$ cat src/design/tsb_pkg.sv
// ----------------------------------------------------------------------------
// tsb_pkg
// Shared types, constants and helpers for the terrain splat blend pipeline.
// ----------------------------------------------------------------------------
package tsb_pkg;

  localparam int CAS_STG = 8;
  localparam int BLD_STG = 2;
  localparam int SHD_STG = 2;
  localparam int NSTG    = CAS_STG + BLD_STG + SHD_STG;

  localparam int WL      = 17;
  localparam int NLAYER  = 5;
  localparam int NCHAN   = 3;

  localparam logic [WL-1:0] WEIGHT_ONE = 17'h10000;
  localparam logic [7:0]    CHAN_MAX   = 8'hFF;
  // ceil(2^32 / 255); exact floor(x/255) for x < 2^24
  localparam logic [24:0]   RECIP_255  = 25'd16843010;

  typedef struct packed {
    logic [23:0] base_rgb;
    logic [23:0] layer1_rgb;
    logic [23:0] layer2_rgb;
    logic [23:0] layer3_rgb;
    logic [23:0] layer4_rgb;
    logic [31:0] blend_alphas;
    logic [23:0] shadow_rgb;
  } in_t;

  typedef struct packed {
    logic [7:0] out_red;
    logic [7:0] out_green;
    logic [7:0] out_blue;
  } out_t;

  typedef struct packed {
    in_t                  pix;
    logic [WL-1:0]        left;
    logic [23:0]          prod;
    logic [3:0][WL-1:0]   w;
  } cas_t;

  typedef struct packed {
    logic [NCHAN-1:0][7:0] v;
    logic [23:0]           shadow;
  } blend_t;

  function automatic logic [WL-1:0] div255(input logic [23:0] x);
    logic [48:0] p;
    p = 49'(x) * 49'(RECIP_255);
    return WL'(p >> 32);
  endfunction

endpackage

$ cat src/design/tsb_flow.sv
// ----------------------------------------------------------------------------
// tsb_flow
// Valid tracking and per-stage load enables; a stage loads when it is empty
// or when the stage after it moves on.
// ----------------------------------------------------------------------------
module tsb_flow (
  input  logic                     clk,
  input  logic                     rst_n,
  input  logic                     in_valid,
  input  logic                     out_stall,
  output logic [tsb_pkg::NSTG-1:0] en,
  output logic                     out_valid
);

  logic [tsb_pkg::NSTG-1:0] v_r;
  logic [tsb_pkg::NSTG-1:0] v_nxt;

  assign en[tsb_pkg::NSTG-1] = !v_r[tsb_pkg::NSTG-1] || !out_stall;

  genvar g;
  generate
    for (g = 0; g < tsb_pkg::NSTG - 1; g++) begin : g_en
      assign en[g] = !v_r[g] || en[g+1];
    end
  endgenerate

  always_comb begin
    v_nxt = v_r;
    for (int k = 0; k < tsb_pkg::NSTG; k++) begin
      if (en[k]) begin
        v_nxt[k] = (k == 0) ? in_valid : v_r[(k == 0) ? 0 : k - 1];
      end
    end
  end

  always_ff @(posedge clk) begin
    if (!rst_n) begin
      v_r <= '0;
    end else begin
      v_r <= v_nxt;
    end
  end

  assign out_valid = v_r[tsb_pkg::NSTG-1];

endmodule

$ cat config.mk
export PLATFORM = sky130hd
export DESIGN_NAME = tsb_flow
export DESIGN_NICKNAME = d
export VERILOG_FILES = /design/src/design/tsb_pkg.sv /design/src/design/tsb_flow.sv
export SDC_FILE = /design/constraint.sdc
export NUM_CORES = 1
export LEC_CHECK = 0
export CAP_MARGIN = 20
export CORE_UTILIZATION = 35
export DETAILED_ROUTE_END_ITERATION = 10
export DONT_BUFFER_PORTS = 1
export GPL_TIMING_DRIVEN = 0
export PLACE_DENSITY = 0.47
export SYNTH_ARGS = -nofsm -noshare
export SYNTH_HDL_FRONTEND = slang
export SYNTH_SLANG_ARGS = --single-unit
$ cat constraint.sdc
create_clock -name clk -period 1.37 [get_ports clk]
set_input_delay 0.2055 -clock clk [delete_from_list [all_inputs] [get_ports clk]]
set_output_delay 0.2055 -clock clk [all_outputs]
set_load 0.01 [all_outputs]
==> results.toml <==
[clocking]
root_buffer = "clkbuf_4"
h-tree-depth = 1
cts_max_path_buffers = 2
clk_pin_slew_ps = 70
worstSkewPairLatency_ps = 260
cts_buffers = 3
cts.hold.buffers_added = 0
cts_tree = "done"
cts_sinks = 12

[sta]
drv_slew = 0
fmax_mhz = 704
rsz0062_at_grt = "yes"
period_share = 1.04
max_slew_margin = 0.759
setup_violations = 4
skew_ps = 2.40
finalHoldViolations = 0
tightestPinTransition_ps = 362
fin_crit_ps = 1420
finalWorstSetupSlack_ps = -50.6

[worst_hold_path]
min_path_type = "in -> reg"

[route]
final_antenna_net_count = 0
wire_per_inst_um = 12.4
viasPerCell = 5.27
dr_total_vias = 411
routed_wl_um = 967
drt_first_pass_iters = 2
drc = 0
drtIter0Drc = 7

[setup_path]
crit_path_top_delay_cell = "or3_4"
cp_cell_sequence = "nand4_4, or3_4"
cp_top_family = "simple AND/OR/NAND/NOR gates"
path_buf_inv = 0
max_stage_delay_ps = 440
cp.required_ps = 1160
worstPathArrival_ps = 1220
critPathMaxFanout = 4
end_kind = "primary output"
critical_path_class = "reg -> out"
start_kind = "flop"

[global_routing]
antenna_found_initial = 0
grt_pass1_wl_um = 1550
track_usage = 0.151
grt_max_degree = 11
grt_pass1_vias = 372
gr-total-overflow = 0

[synth]
syn_area_per_cell_um2 = 9.15
syn_nets = 61
yosys.area_share.simple = 0.295
synth_area_um2 = 522
ys_warn_count = 0
ys_seq_area_frac = 0.460
synth.mux.area_fraction = 0
postSynthCellCount = 57
ys_ff_latch = 12
ys_types = 23
synth_compound_area_frac = 0.173
synth_top_family_by_area = "simple AND/OR/NAND/NOR gates"
synthAdderAreaFrac = 0
synth-xor-area-share = 0

[finish]
fillers = 131
largest_registers = "v_r (12)"
largest_reg_flops = 12
area_growth_pct = 26.9
drive_above_1_share = 0.492
top_register = "v_r"
mostFrequentLayoutCells = "5 x nand2_1, 5 x inv_1, 5 x dfxtp_4"
fin_nets = 69
insertedDiodeCount = 0

[floorplanning]
rows = 13
ios = 17
die_h_um = 40.6
dieArea_um2 = 1650
core_area_um2 = 1350
die_w_um = 40.6
start_util = 0.386

[power]
vdd_drop_max_mv = 0.476
total_power_uw = 561
powerDensity_nw_per_um2 = 848
leakage_uw = 0.000253

[job]
cap_violations = 0

[outcome]
violations = "negative setup slack"
status = "finished with violations"

[place]
dp_hpwl_um = 752
port-buffer-count = 0
finalWeightedCongestion = 0.707
dpl_worst_slack_ps = -90.2
routing by layer:
| metal | global-route usage | share of wire |
|---|---|---|
| met1 | 0.165 | 0.46 |
| met2 | 0.242 | 0.47 |
| met3 | 0.0380 | 0.057 |
| met4 | 0.125 | 0.011 |
| met5 | 0 | 0 |
Yosys cell counts, drive strengths merged:
master | count | area [µm²]
a21oi | 1 | 5.00
a41oi | 1 | 8.76
clkbuf | 1 | 3.75
dfxtp | 12 | 240
nor3 | 1 | 10.0
or3 | 1 | 11.3
nand2 | 7 | 26.3
and4 | 2 | 17.5
o21a | 3 | 22.5
a31oi | 1 | 6.26
o21ai | 2 | 13.8
nor2b | 3 | 18.8
nand4 | 2 | 33.8
a21boi | 4 | 33.8
nor2 | 2 | 7.51
inv | 9 | 33.8
nand3 | 4 | 20.0
nor4b | 1 | 8.76
worst paths after layout:
path	start	to	slack, ps	cells after the start
setup / recovery	v_r[8]	en[4]	-50	2
hold reg to reg	v_r[0]	v_r[1]	450	2
setup reg to reg	v_r[8]	v_r[3]	210	3
hold / removal	in_valid	v_r[0]	70	1
per-stage QoR:
step	utilization	setup TNS [ps]	cells	hold slack (ps)	area, µm²
final	0.490	-92.6	78	67.6	662
after global routing	0.490	-772	78	54.6	662
after CTS	0.484	-258	78	59.2	653
after detailed placement	0.400	-269	72	339	541
after global placement	0.400	-96.4	72	331	541
after floorplan	-	0	57	330	522
worst register-to-register path: cells and delay by family (launching register included):
| family | cells | cell delay, ps |
|---|---|---|
| simple gates | 2 | 590 |
| compound gates | 1 | 140 |
| flops | 1 | 370 |
final cells by class:
class	count	area (µm²)	area share
Clock buffer	3	22.5	0.0340
Tap cell	15	18.8	0.0284
Timing Repair Buffer	3	22.5	0.0340
Multi-Input combinational cell	35	294	0.444
Inverter	9	36.3	0.0548
Buffer	1	3.75	0.00567
Sequential cell	12	264	0.399
logic make-up (layout without fill, tap and decap cells):
family          Yosys count  count (layout)
simple gates             23              23
compound gates           12              12
flops                    12              12
buf+inv                  10              16
where the power goes:
group | switching, µW | leakage, µW | internal, µW
Clock | 99.6 | 0.0000138 | 101
Sequential | 3.89 | 0.000103 | 344
Combinational | 6.02 | 0.000136 | 6.51
repair_timing:
item | 4_1_cts | 5_1_grt
pin swaps | 7 | 4
gates resized for setup | 22 | 6
buffers inserted | 3 | 0
setup endpoints to repair | 9 | 9
cloned | 0 | 0
Note: power is estimated with default switching activity, not from simulation.
