==> src/design/tsb_pkg.sv <==
// ----------------------------------------------------------------------------
// tsb_pkg
// Shared types, constants and helpers for the terrain splat blend pipeline.
// ----------------------------------------------------------------------------
package tsb_pkg;

  localparam int CAS_STG = 8;
  localparam int BLD_STG = 2;
  localparam int SHD_STG = 2;
  localparam int NSTG    = CAS_STG + BLD_STG + SHD_STG;

  localparam int WL      = 17;
  localparam int NLAYER  = 5;
  localparam int NCHAN   = 3;

  localparam logic [WL-1:0] WEIGHT_ONE = 17'h10000;
  localparam logic [7:0]    CHAN_MAX   = 8'hFF;
  // ceil(2^32 / 255); exact floor(x/255) for x < 2^24
  localparam logic [24:0]   RECIP_255  = 25'd16843010;

  typedef struct packed {
    logic [23:0] base_rgb;
    logic [23:0] layer1_rgb;
    logic [23:0] layer2_rgb;
    logic [23:0] layer3_rgb;
    logic [23:0] layer4_rgb;
    logic [31:0] blend_alphas;
    logic [23:0] shadow_rgb;
  } in_t;

  typedef struct packed {
    logic [7:0] out_red;
    logic [7:0] out_green;
    logic [7:0] out_blue;
  } out_t;

  typedef struct packed {
    in_t                  pix;
    logic [WL-1:0]        left;
    logic [23:0]          prod;
    logic [3:0][WL-1:0]   w;
  } cas_t;

  typedef struct packed {
    logic [NCHAN-1:0][7:0] v;
    logic [23:0]           shadow;
  } blend_t;

  function automatic logic [WL-1:0] div255(input logic [23:0] x);
    logic [48:0] p;
    p = 49'(x) * 49'(RECIP_255);
    return WL'(p >> 32);
  endfunction

endpackage

==> src/design/tsb_shade.sv <==
// ----------------------------------------------------------------------------
// tsb_shade
// Shadow/light modulation: v*s*2 in one stage, divide by 255 and saturate
// in the next.
// ----------------------------------------------------------------------------
module tsb_shade (
  input  logic                        clk,
  input  tsb_pkg::blend_t             blend_i,
  input  logic [tsb_pkg::SHD_STG-1:0] en,
  output tsb_pkg::out_t               out_o
);

  logic [tsb_pkg::NCHAN-1:0][16:0] m_r;
  logic [tsb_pkg::NCHAN-1:0][16:0] m_nxt;
  logic [tsb_pkg::NCHAN-1:0][7:0]  q;
  tsb_pkg::out_t                   out_r;
  tsb_pkg::out_t                   out_nxt;

  always_comb begin
    logic [15:0]         vs;
    logic [tsb_pkg::WL-1:0] d;
    for (int c = 0; c < tsb_pkg::NCHAN; c++) begin
      vs       = 16'({8'b0, blend_i.v[c]} * {8'b0, blend_i.shadow[8*c +: 8]});
      m_nxt[c] = {vs, 1'b0};
    end
    for (int c = 0; c < tsb_pkg::NCHAN; c++) begin
      d    = tsb_pkg::div255({7'b0, m_r[c]});
      q[c] = (d > tsb_pkg::WL'(tsb_pkg::CHAN_MAX)) ? tsb_pkg::CHAN_MAX : d[7:0];
    end
    out_nxt.out_red   = q[0];
    out_nxt.out_green = q[1];
    out_nxt.out_blue  = q[2];
  end

  always_ff @(posedge clk) begin
    if (en[0]) begin
      m_r <= m_nxt;
    end
    if (en[1]) begin
      out_r <= out_nxt;
    end
  end

  assign out_o = out_r;

endmodule

==> config.mk <==
export PLATFORM = sky130hd
export DESIGN_NAME = tsb_shade
export DESIGN_NICKNAME = d
export VERILOG_FILES = /design/src/design/tsb_pkg.sv /design/src/design/tsb_shade.sv
export SDC_FILE = /design/constraint.sdc
export NUM_CORES = 1
export LEC_CHECK = 0
export ABC_CLOCK_PERIOD_IN_PS = 6500
export CAP_MARGIN = 5
export CORE_MARGIN = 10
export CORE_UTILIZATION = 45
export CTS_BUF_LIST = sky130_fd_sc_hd__clkbuf_8
export DETAILED_ROUTE_END_ITERATION = 6
export DONT_BUFFER_PORTS = 1
export PLACE_DENSITY = 0.72
export SLEW_MARGIN = 20
export SYNTH_ARGS = -nofsm -noshare
export SYNTH_HDL_FRONTEND = slang
export SYNTH_SLANG_ARGS = --single-unit
==> constraint.sdc <==
create_clock -name clk -period 6.5 [get_ports clk]
set_input_delay 0.65 -clock clk [delete_from_list [all_inputs] [get_ports clk]]
set_output_delay 0.65 -clock clk [all_outputs]
set_load 0.03 [all_outputs]
==> qor.csv <==
stage,metric,value,unit
run_status,outcome,"finished, final reports clean",
floorplan,num_io_pins,75,
critical_path,endpoint,m_r[33]$_DFFE_PP_,
critical_path,timing.rr.start,m_r[50]$_DFFE_PP_,
clocking,cts_buffers,9,
finish,seq_area,0.00216,mm²
timing,timing.slew.headroom,60.6,%
yosys,synthesis.instances,1274,
timing,worst_pin_slew,0.583,ns
finish,layout.nets,1774,
pwr,pwr-share-clk,6.4,%
critical_path,crit_path_max_fanout,8,
yosys,synth_edf_count,72,
floorplan,core_region_area,0.0276,mm²
finish,layout.cells.non_filler,1665,
yosys,synthesis.nets,1766,
clocking,cts_tree,built,
yosys,netlist.area_leader.share,32.9,%
finish,area_delta_synth_final,5.24,%
critical_path,worst_setup_path_start_kind,primary input,
yosys,synth_seq_cells,72,
yosys,synthTopCellsByArea,"ha_1 (33%), fa_1 (18%), edfxtp_1 (17%)",
detailed_routing,vias_per_cell,5.33,
place,dp_hpwl,21100,µm
finish,drive_gt1_share,2.02,%
timing,hold_viol_final,0,
pwr,p_sw,2840,µW
place,port_buffers,0,
detailed_routing,routed_wl,24300,µm
yosys,synth.most_common_cell,ha_1,
detailed_routing,dr.pass1.iters,5,
pwr,combinationalPowerShare,74.6,%
pwr,ir_worst_vdd,0.173,mV
pwr,power.share.sequential,19.1,%
timing,tns,0,ns
critical_path,required,6.62,ns
yosys,yosys-top-cells-count,"ha_1 (330), inv_1 (185), nand2_1 (138)",
yosys,synth_top_cell_by_area,ha_1,
clocking,clockBufferDepth,2,
critical_path,critical_path_class,in2reg,
pwr,p_per_area,435,mW/mm²
global_route,antenna_found_initial,0,
critical_path,crit_start,blend_i[15],
clocking,cts_max_level,3,
critical_path,rr_worst_depth,14,
global_route,grt_pass1_vias,9080,
global_route,grt_max_degree,49,
yosys,yosysWarnings,0,
finish,multi_input_area,0.00967,mm²
timing,fin_crit_sh,67.1,%
detailed_routing,first_iter_violations,532,
yosys,synth.yosys.seq_area_share,17.2,%
global_route,grt_util_all_layers,14.4,%
floorplan,initial_utilization,45.4,%
pwr,p_int,2900,µW
floorplan,die_height,187,µm
floorplan,rows,61,
yosys,ys.flop_type,edfxtp_1,
clocking,clock-sinks,72,
clocking,postCtsHoldBufs,0,
detailed_routing,drc,0,
timing,grt_setup_unrepaired,no,
clocking,clk-insertion-delay-late,0.38,ns
finish,antenna_cells,0,
place,gp_congestion,0.858,
place,dp_cells,1649,
critical_path,r2r_slack,2.24,ns
detailed_routing,wl_per_cell,14.6,µm
pwr,p_leak,0.00665,µW
yosys,synth_cell_types,59,
yosys,synth_area_per_cell,9.84,µm²
clocking,cts-resized-gates,0,
critical_path,cp.arrival,4.49,ns
global_route,grt.overflow.total,0,
pwr,p_sw_share,49.5,%
clocking,cts.clk_slew.worst_paths,0.09,ns
finish,n_fill_cell,2586,
detailed_routing,dr_total_vias,8877,
timing,fin_crit,4.36,ns
floorplan,die_area,0.0349,mm²
timing,finalSetupViolCount,0,
timing,fin_skew,0.0129,ns
hold_path,hold_path.class,in2reg,
flow_run,max-cap-violations,0,
yosys,synth.cell_area,0.0125,mm²
detailed_routing,ant_nets,0,
critical_path,r2r_end,out_o[1]$_SDFFCE_PN1P_,
global_route,grt_pass1_wl,42800,µm
clocking,cts-root-buf,clkbuf_8,
timing,max_freq,229,MHz
critical_path,end_kind,flop,
floorplan,fp.dieW,187,µm
yosys,async_reset_ff_share,0,%
clocking,cts_setup_buffers,0,
timing,drv_slew,0,
[power groups by stage]
stage | Sequential, µW | Clock [µW] | Combinational, µW
global placement | 1100 | 0 | 4100
floorplan | 1010 | 0 | 3360
detailed placement | 1100 | 0 | 4240
finish | 1090 | 365 | 4280
global route | 1110 | 401 | 5020
CTS | 1090 | 377 | 4320
[state kept, by name, indices dropped and copies added (netlist names)]
signal,cells
m_r,48
out_o,24
[kinds of logic (layout without fill, tap and decap cells)]
kind of cell               count (synthesis)  count (layout)  synth area share [%]
and+or+nand+nor                          354             354                  13.9
xor gates and xnor gates                  42              42                  2.93
buffers and inverters                    188             201                  5.63
adders and majority gates                441             441                  50.6
AOI/OAI and AO/OA                        177             177                  9.69
DFF                                       72              72                  17.2
[cell usage in the layout (no fill, tap or decap), types with 2 or more instances in the layout]
master	n
ha_1	330
inv_1	185
nand2_1	138
fa_1	111
and2_1	99
edfxtp_1	72
a21oi_1	43
nor2_1	38
xnor2_1	32
o21ai_0	28
nor3_1	18
nand3_1	17
a21o_1	13
o21a_1	12
nand4_1	11
o21ai_1	10
xor2_1	10
a31oi_1	9
clkbuf_8	9
nor2b_1	8
a211oi_1	8
o211ai_1	7
and3_1	6
a211o_1	6
or3_1	5
o21bai_1	5
nand2b_1	5
a41o_1	4
o41a_1	3
o41ai_1	3
nor3b_1	3
a21boi_1	2
a221oi_1	2
a41oi_1	2
nor4_1	2
clkinvlp_4	2
[per-stage QoR]
stage	hold slack (ns)	total power [µW]	util (%)	setup WS, ns	area, µm²
2_1_floorplan	0.575	4360	-	1.78	12500
3_3_place_gp	0.658	5200	47.1	1.76	13000
3_5_place_dp	0.671	5350	47.1	1.73	13000
4_1_cts	0.360	5790	47.8	2.13	13200
5_1_grt	0.350	6530	47.8	1.87	13200
6_report	0.380	5740	47.8	2.14	13200
[final cells by class]
| cell class | count | area share (%) |
|---|---|---|
| Sequential cell | 72 | 16.4 |
| Multi-Input combinational cell | 1014 | 73.3 |
| Clock inverter | 7 | 0.540 |
| Clock buffer | 9 | 0.938 |
| Inverter | 185 | 5.26 |
| Tap cell | 378 | 3.58 |
[worst min-delay path by stage]
| stage | from | endpoint | slack (ns) | cells after the start |
|---|---|---|---|---|
| floorplan | m_r[33]$_DFFE_PP_ | out_o[15]$_SDFFCE_PN1P_ | 0.58 | 1 |
| global route | en[1] | out_o[11]$_SDFFCE_PN1P_ | 0.35 | 0 |
| global placement | m_r[49]$_DFFE_PP_ | out_o[7]$_SDFFCE_PN1P_ | 0.66 | 1 |
| detailed placement | m_r[49]$_DFFE_PP_ | out_o[7]$_SDFFCE_PN1P_ | 0.67 | 1 |
| CTS | en[1] | out_o[15]$_SDFFCE_PN1P_ | 0.36 | 0 |
| finish | en[1] | out_o[15]$_SDFFCE_PN1P_ | 0.38 | 0 |
[critical path, stage by stage]
cell and delay, ns:
nand2_1 0.06, fa_1 0.51, fa_1 0.55, inv_1 0.05
fa_1 0.53, inv_1 0.05, fa_1 0.52, inv_1 0.04
ha_1 0.32, a21boi_1 0.17, o41a_1 0.35, a41o_1 0.26
o41ai_1 0.32, xnor2_1 0.10
[metal layers]
metal  GRT usage [%]  part of all wire [%]  vias to the layer above
met5               0                     0                        -
met4            3.04                   1.1                        0
met3            2.68                   4.2                       20
met2            24.2                    47                      151
met1            18.9                    47                     4285
li1                -                     -                     4421
Note: power is estimated with default switching activity, not from simulation.
