`src/design/tsb_pkg.sv`:
```
// ----------------------------------------------------------------------------
// tsb_pkg
// Shared types, constants and helpers for the terrain splat blend pipeline.
// ----------------------------------------------------------------------------
package tsb_pkg;

  localparam int CAS_STG = 8;
  localparam int BLD_STG = 2;
  localparam int SHD_STG = 2;
  localparam int NSTG    = CAS_STG + BLD_STG + SHD_STG;

  localparam int WL      = 17;
  localparam int NLAYER  = 5;
  localparam int NCHAN   = 3;

  localparam logic [WL-1:0] WEIGHT_ONE = 17'h10000;
  localparam logic [7:0]    CHAN_MAX   = 8'hFF;
  // ceil(2^32 / 255); exact floor(x/255) for x < 2^24
  localparam logic [24:0]   RECIP_255  = 25'd16843010;

  typedef struct packed {
    logic [23:0] base_rgb;
    logic [23:0] layer1_rgb;
    logic [23:0] layer2_rgb;
    logic [23:0] layer3_rgb;
    logic [23:0] layer4_rgb;
    logic [31:0] blend_alphas;
    logic [23:0] shadow_rgb;
  } in_t;

  typedef struct packed {
    logic [7:0] out_red;
    logic [7:0] out_green;
    logic [7:0] out_blue;
  } out_t;

  typedef struct packed {
    in_t                  pix;
    logic [WL-1:0]        left;
    logic [23:0]          prod;
    logic [3:0][WL-1:0]   w;
  } cas_t;

  typedef struct packed {
    logic [NCHAN-1:0][7:0] v;
    logic [23:0]           shadow;
  } blend_t;

  function automatic logic [WL-1:0] div255(input logic [23:0] x);
    logic [48:0] p;
    p = 49'(x) * 49'(RECIP_255);
    return WL'(p >> 32);
  endfunction

endpackage

```
`src/design/tsb_cascade.sv`:
```
// ----------------------------------------------------------------------------
// tsb_cascade
// Layer weight cascade, top layer first: per layer one stage forms
// left*alpha, the next divides by 255 and takes the weight off what is left.
// ----------------------------------------------------------------------------
module tsb_cascade (
  input  logic                        clk,
  input  tsb_pkg::in_t                pix_i,
  input  logic [tsb_pkg::CAS_STG-1:0] en,
  output tsb_pkg::cas_t               cas_o
);

  tsb_pkg::cas_t st_r   [tsb_pkg::CAS_STG];
  tsb_pkg::cas_t st_nxt [tsb_pkg::CAS_STG];

  always_comb begin
    tsb_pkg::cas_t src;
    int            j;
    logic [7:0]    a;
    for (int k = 0; k < tsb_pkg::CAS_STG; k++) begin
      if (k == 0) begin
        src.pix  = pix_i;
        src.left = tsb_pkg::WEIGHT_ONE;
        src.prod = '0;
        src.w    = '0;
      end else begin
        src = st_r[(k == 0) ? 0 : k - 1];
      end
      j = 3 - (k >> 1);
      a = src.pix.blend_alphas[8*j +: 8];
      st_nxt[k] = src;
      if ((k & 1) == 0) begin
        st_nxt[k].prod = 24'({7'b0, src.left} * {16'b0, a});
      end else begin
        st_nxt[k].w[j] = tsb_pkg::div255(src.prod);
        st_nxt[k].left = src.left - tsb_pkg::div255(src.prod);
      end
    end
  end

  always_ff @(posedge clk) begin
    for (int k = 0; k < tsb_pkg::CAS_STG; k++) begin
      if (en[k]) begin
        st_r[k] <= st_nxt[k];
      end
    end
  end

  assign cas_o = st_r[tsb_pkg::CAS_STG-1];

endmodule

```
`config.mk`:
```
export PLATFORM = sky130hd
export DESIGN_NAME = tsb_cascade
export DESIGN_NICKNAME = d
export VERILOG_FILES = /design/src/design/tsb_pkg.sv /design/src/design/tsb_cascade.sv
export SDC_FILE = /design/constraint.sdc
export NUM_CORES = 2
export LEC_CHECK = 0
export CAP_MARGIN = 10
export CORE_MARGIN = 2
export CORE_UTILIZATION = 58
export CTS_CLUSTER_DIAMETER = 30
export DETAILED_ROUTE_END_ITERATION = 8
export DONT_BUFFER_PORTS = 1
export PLACE_DENSITY_LB_ADDON = 0.05
export SYNTH_ARGS = -nofsm -noshare
export SYNTH_HDL_FRONTEND = slang
export SYNTH_SLANG_ARGS = --single-unit
```
`constraint.sdc`:
```
create_clock -name clk -period 6.6 [get_ports clk]
set_clock_uncertainty 0.15 [all_clocks]
set_input_delay 1.32 -clock clk [delete_from_list [all_inputs] [get_ports clk]]
set_output_delay 1.32 -clock clk [all_outputs]
set_load 0.02 [all_outputs]
```
==> impl_metrics.py <==
metrics = {
    "cells_and_area": {
        "nFillCells": 9088,
        "fin_area_um2": 97000,
        "largest_reg_flops": 1872,
        "instances_no_fill": 7301,
        "top_register": "st_r",
        "syn2layout_area_growth_pct": 18.2,
        "drive_gt1_share_pct": 17.9,
        "reg_top3": "st_r x1872",
        "final_nets": 6322,
    },
    "placed_design": {
        "placed_cells": 6620,
        "portBuffers": 0,
        "gp_congestion": 0.838,
        "place_area_um2": 83900,
        "post-place-ws_ns": -0.561,
        "hpwl_mm": 102,
    },
    "clock_tree": {
        "cts_sinks": 1872,
        "cts_root_buffer": "clkbuf_16",
        "cts_buffers": 347,
        "clkTransAtPathRegs_ns": 0.05,
        "postCtsHoldBufs": 0,
        "clkLatencyLatePin_ns": 0.92,
        "cts_tree": "done",
        "clk_path_buf_depth": 4,
        "htreeDepth": 5,
    },
    "global_route": {
        "gr-total-overflow": 0,
        "grt_max_degree": 283,
        "grt_pass1_vias": 41580,
        "grt_use_total_pct": 23.8,
        "grt_pass1_wl_mm": 255,
        "antenna_found_initial": 28,
    },
    "timing": {
        "slew_headroom_pct": 37.0,
        "fmaxAchievable_ghz": 0.141,
        "rsz0062_at_grt": "true",
        "tns_ns": -1.91,
        "drv_slew": 0,
        "fin_ws_ns": -0.474,
        "period_minus_slack_ns": 7.07,
        "fin_crit_sh_pct": 107,
        "hold_violations": 0,
        "finalSetupViolCount": 6,
        "worst_pin_slew_ns": 0.945,
    },
    "detailed_routing": {
        "vias": 38424,
        "dr.pass1.iters": 5,
        "drtAntennaViolNets": 0,
        "top_layer_used": "met5",
        "drtIter0Drc": 2414,
        "drc": 0,
        "finalWirelength_mm": 169,
        "vias_per_cell": 5.26,
        "drt-met1-wl_mm": 70.9,
        "met2_length_mm": 81.9,
        "wl_per_cell_um": 23.1,
        "routed-wl-met3_mm": 11.2,
    },
    "critical_path": {
        "worstSetupStartpointType": "flip-flop",
        "end_kind": "flip-flop",
        "crit_path_frequent_cell": "a21oi_2",
        "required_ns": 7.04,
        "cp_max_fo": 2,
        "r2r_setup_slack_ns": -0.47,
        "cp_slowest_stage_delay_ns": 0.53,
        "crit_type": "reg2reg",
        "cpMaxStageDelayCell": "fa_2",
        "r2r_start": "st_r[1][647]",
        "timing.rr.end": "st_r[1][963]",
        "arrival_ns": 7.51,
        "reg2reg_depth": 34,
    },
    "logic_synthesis": {
        "ys_seq_area_share_pct": 68.5,
        "ys_warn_count": 0,
        "synth-seq-cells": 1872,
        "synthCells": 4836,
        "ys.flop_type": "edfxtp_1",
        "synth.distinct_cells": 61,
        "synth_nets": 6022,
        "syn_avg_cell_area_um2": 17.0,
        "synth_edf_count": 1872,
        "syn-cell-area_um2": 82100,
        "synthArstFlopShare_pct": 0,
    },
    "flow_run": {
        "drv_cap": 0,
    },
    "outcome": {
        "status": "finished, violations left",
        "violations": "setup timing",
    },
    "min_path": {
        "min_from": "st_r[1][168]",
        "hold_end": "st_r[1][453]",
        "holdPathStages": 0,
        "min_path_type": "reg2reg",
    },
    "floorplanning": {
        "die_w_um": 380,
        "dieArea_um2": 145000,
        "fp.dieH_um": 380,
        "io_pins": 470,
        "initial_core_util_pct": 58.2,
        "core_area_um2": 141000,
        "rows": 138,
    },
}
[area by class of cell]
type	instances	area (µm²)	share of cell area (%)
sequential	1872	56200	57.9
multi-input combinational	2191	23100	23.8
clock buffer	384	8910	9.18
clock inverter	228	2700	2.79
tap	1890	2360	2.44
timing repair buffer	266	2030	2.09
inverter	458	1720	1.77
antenna	12	30.0	0.0309
[logic make-up after synthesis]
family,Yosys count,synth area share (%)
xor+xnor,161,1.74
flops,1872,68.5
compound gates,295,2.36
simple gates,729,4.37
mux,2,0.0259
fa+ha+maj,1004,18.2
buf+inv,773,4.84
[how the worst max path moves through the flow]
stage	start	end	slack, ns	cells after the start
2_1_floorplan	st_r[1][648]	st_r[1][963]	-0.05	33
3_3_place_gp	st_r[1][648]	st_r[1][963]	-0.59	32
3_5_place_dp	st_r[1][648]	st_r[1][963]	-0.56	32
4_1_cts	st_r[1][648]	st_r[1][963]	-0.43	33
5_1_grt	st_r[1][658]	st_r[1][963]	-0.84	31
6_report	st_r[1][647]	st_r[1][963]	-0.47	34
[worst max-delay path, delay by kind of cell, from the launching register on]
family                   cells  cell delay (ns)
AO/OA/AOI/OAI               14             2.54
XOR/XNOR                     2             0.22
adder cells (fa/ha/maj)      9             2.81
buffers and inverters        4             0.28
flip-flops                   1             0.45
AND/OR/NAND/NOR              5             0.33
[cells in the final DEF (no fill, tap or decap), types with 9 or more instances in the layout]
master,netlist,final
clkinv_2,0,42
edfxtp_1,1872,1872
ha_4,0,53
and2_1,215,214
o21ai_0,55,39
a21o_1,40,40
clkinvlp_4,0,30
nand3_1,28,27
o21bai_1,12,11
ha_1,683,622
and3_1,12,11
fa_1,318,313
nor3_1,33,29
inv_1,458,453
a21oi_2,0,23
o21a_1,12,12
o21ai_1,2,10
xor2_1,45,44
nand2_1,283,282
xnor2_1,114,110
clkinv_1,0,46
clkinv_4,0,20
nand4_1,20,20
nor2_1,79,74
bufinv_16,0,49
a21oi_1,97,72
clkbuf_1,30,33
buf_6,0,9
diode_2,0,12
nand2b_1,16,15
buf_4,285,257
clkbuf_16,0,351
inv_6,0,26
nor2b_1,20,19
[metrics by stage]
stage	hold WS [ns]	util [%]
finish	0.208	68.8
global route	0.209	68.8
global placement	0.250	59.4
floorplan	0.250	-
detailed placement	0.255	59.4
CTS	0.194	68.2
[synth_stat cells, drive strengths merged (3+ instances only)]
| cell type | count | area share [%] |
|---|---|---|
| o2111ai | 6 | 0.072 |
| nor2 | 79 | 0.36 |
| o21ai | 57 | 0.35 |
| nor3 | 33 | 0.20 |
| ha | 683 | 10 |
| clkbuf | 30 | 0.14 |
| o41ai | 5 | 0.062 |
| xnor2 | 115 | 1.2 |
| o211ai | 5 | 0.046 |
| nor2b | 20 | 0.15 |
| buf | 285 | 2.6 |
| nand3 | 28 | 0.17 |
| xor2 | 45 | 0.48 |
| or2 | 7 | 0.053 |
| a21o | 40 | 0.37 |
| o21bai | 12 | 0.11 |
| a211oi | 11 | 0.12 |
| o21a | 12 | 0.11 |
| nand4 | 20 | 0.15 |
| nand2b | 16 | 0.12 |
| nand2 | 283 | 1.3 |
| edfxtp | 1872 | 68 |
| maj3 | 3 | 0.040 |
| and3 | 12 | 0.091 |
| a41o | 4 | 0.049 |
| a21boi | 9 | 0.082 |
| a41oi | 3 | 0.032 |
| inv | 458 | 2.1 |
| a31oi | 8 | 0.061 |
| fa | 318 | 7.8 |
| nand3b | 5 | 0.046 |
| or3 | 5 | 0.038 |
| a2111oi | 7 | 0.098 |
| a21oi | 97 | 0.59 |
| and2 | 215 | 1.6 |
| o31ai | 3 | 0.027 |
| nor4 | 4 | 0.030 |
[routing by layer]
| metal | GRT usage (%) | vias up |
|---|---|---|
| li1 | - | 17837 |
| met1 | 31.3 | 19202 |
| met2 | 38.5 | 1068 |
| met3 | 6.33 | 303 |
| met4 | 8.40 | 14 |
| met5 | 0 | - |
[timing repair]
item                                   in CTS  in global routing
gates resized for setup                    80                 99
endpoints found under the hold margin       0                  0
buffers inserted                           40                 17
setup endpoints to repair                  16                 22
pin swaps                                  65                102
Power is left out: the tool's default activity adds up to more than one toggle a clock period on the data nets, which glitch-free logic cannot reach.
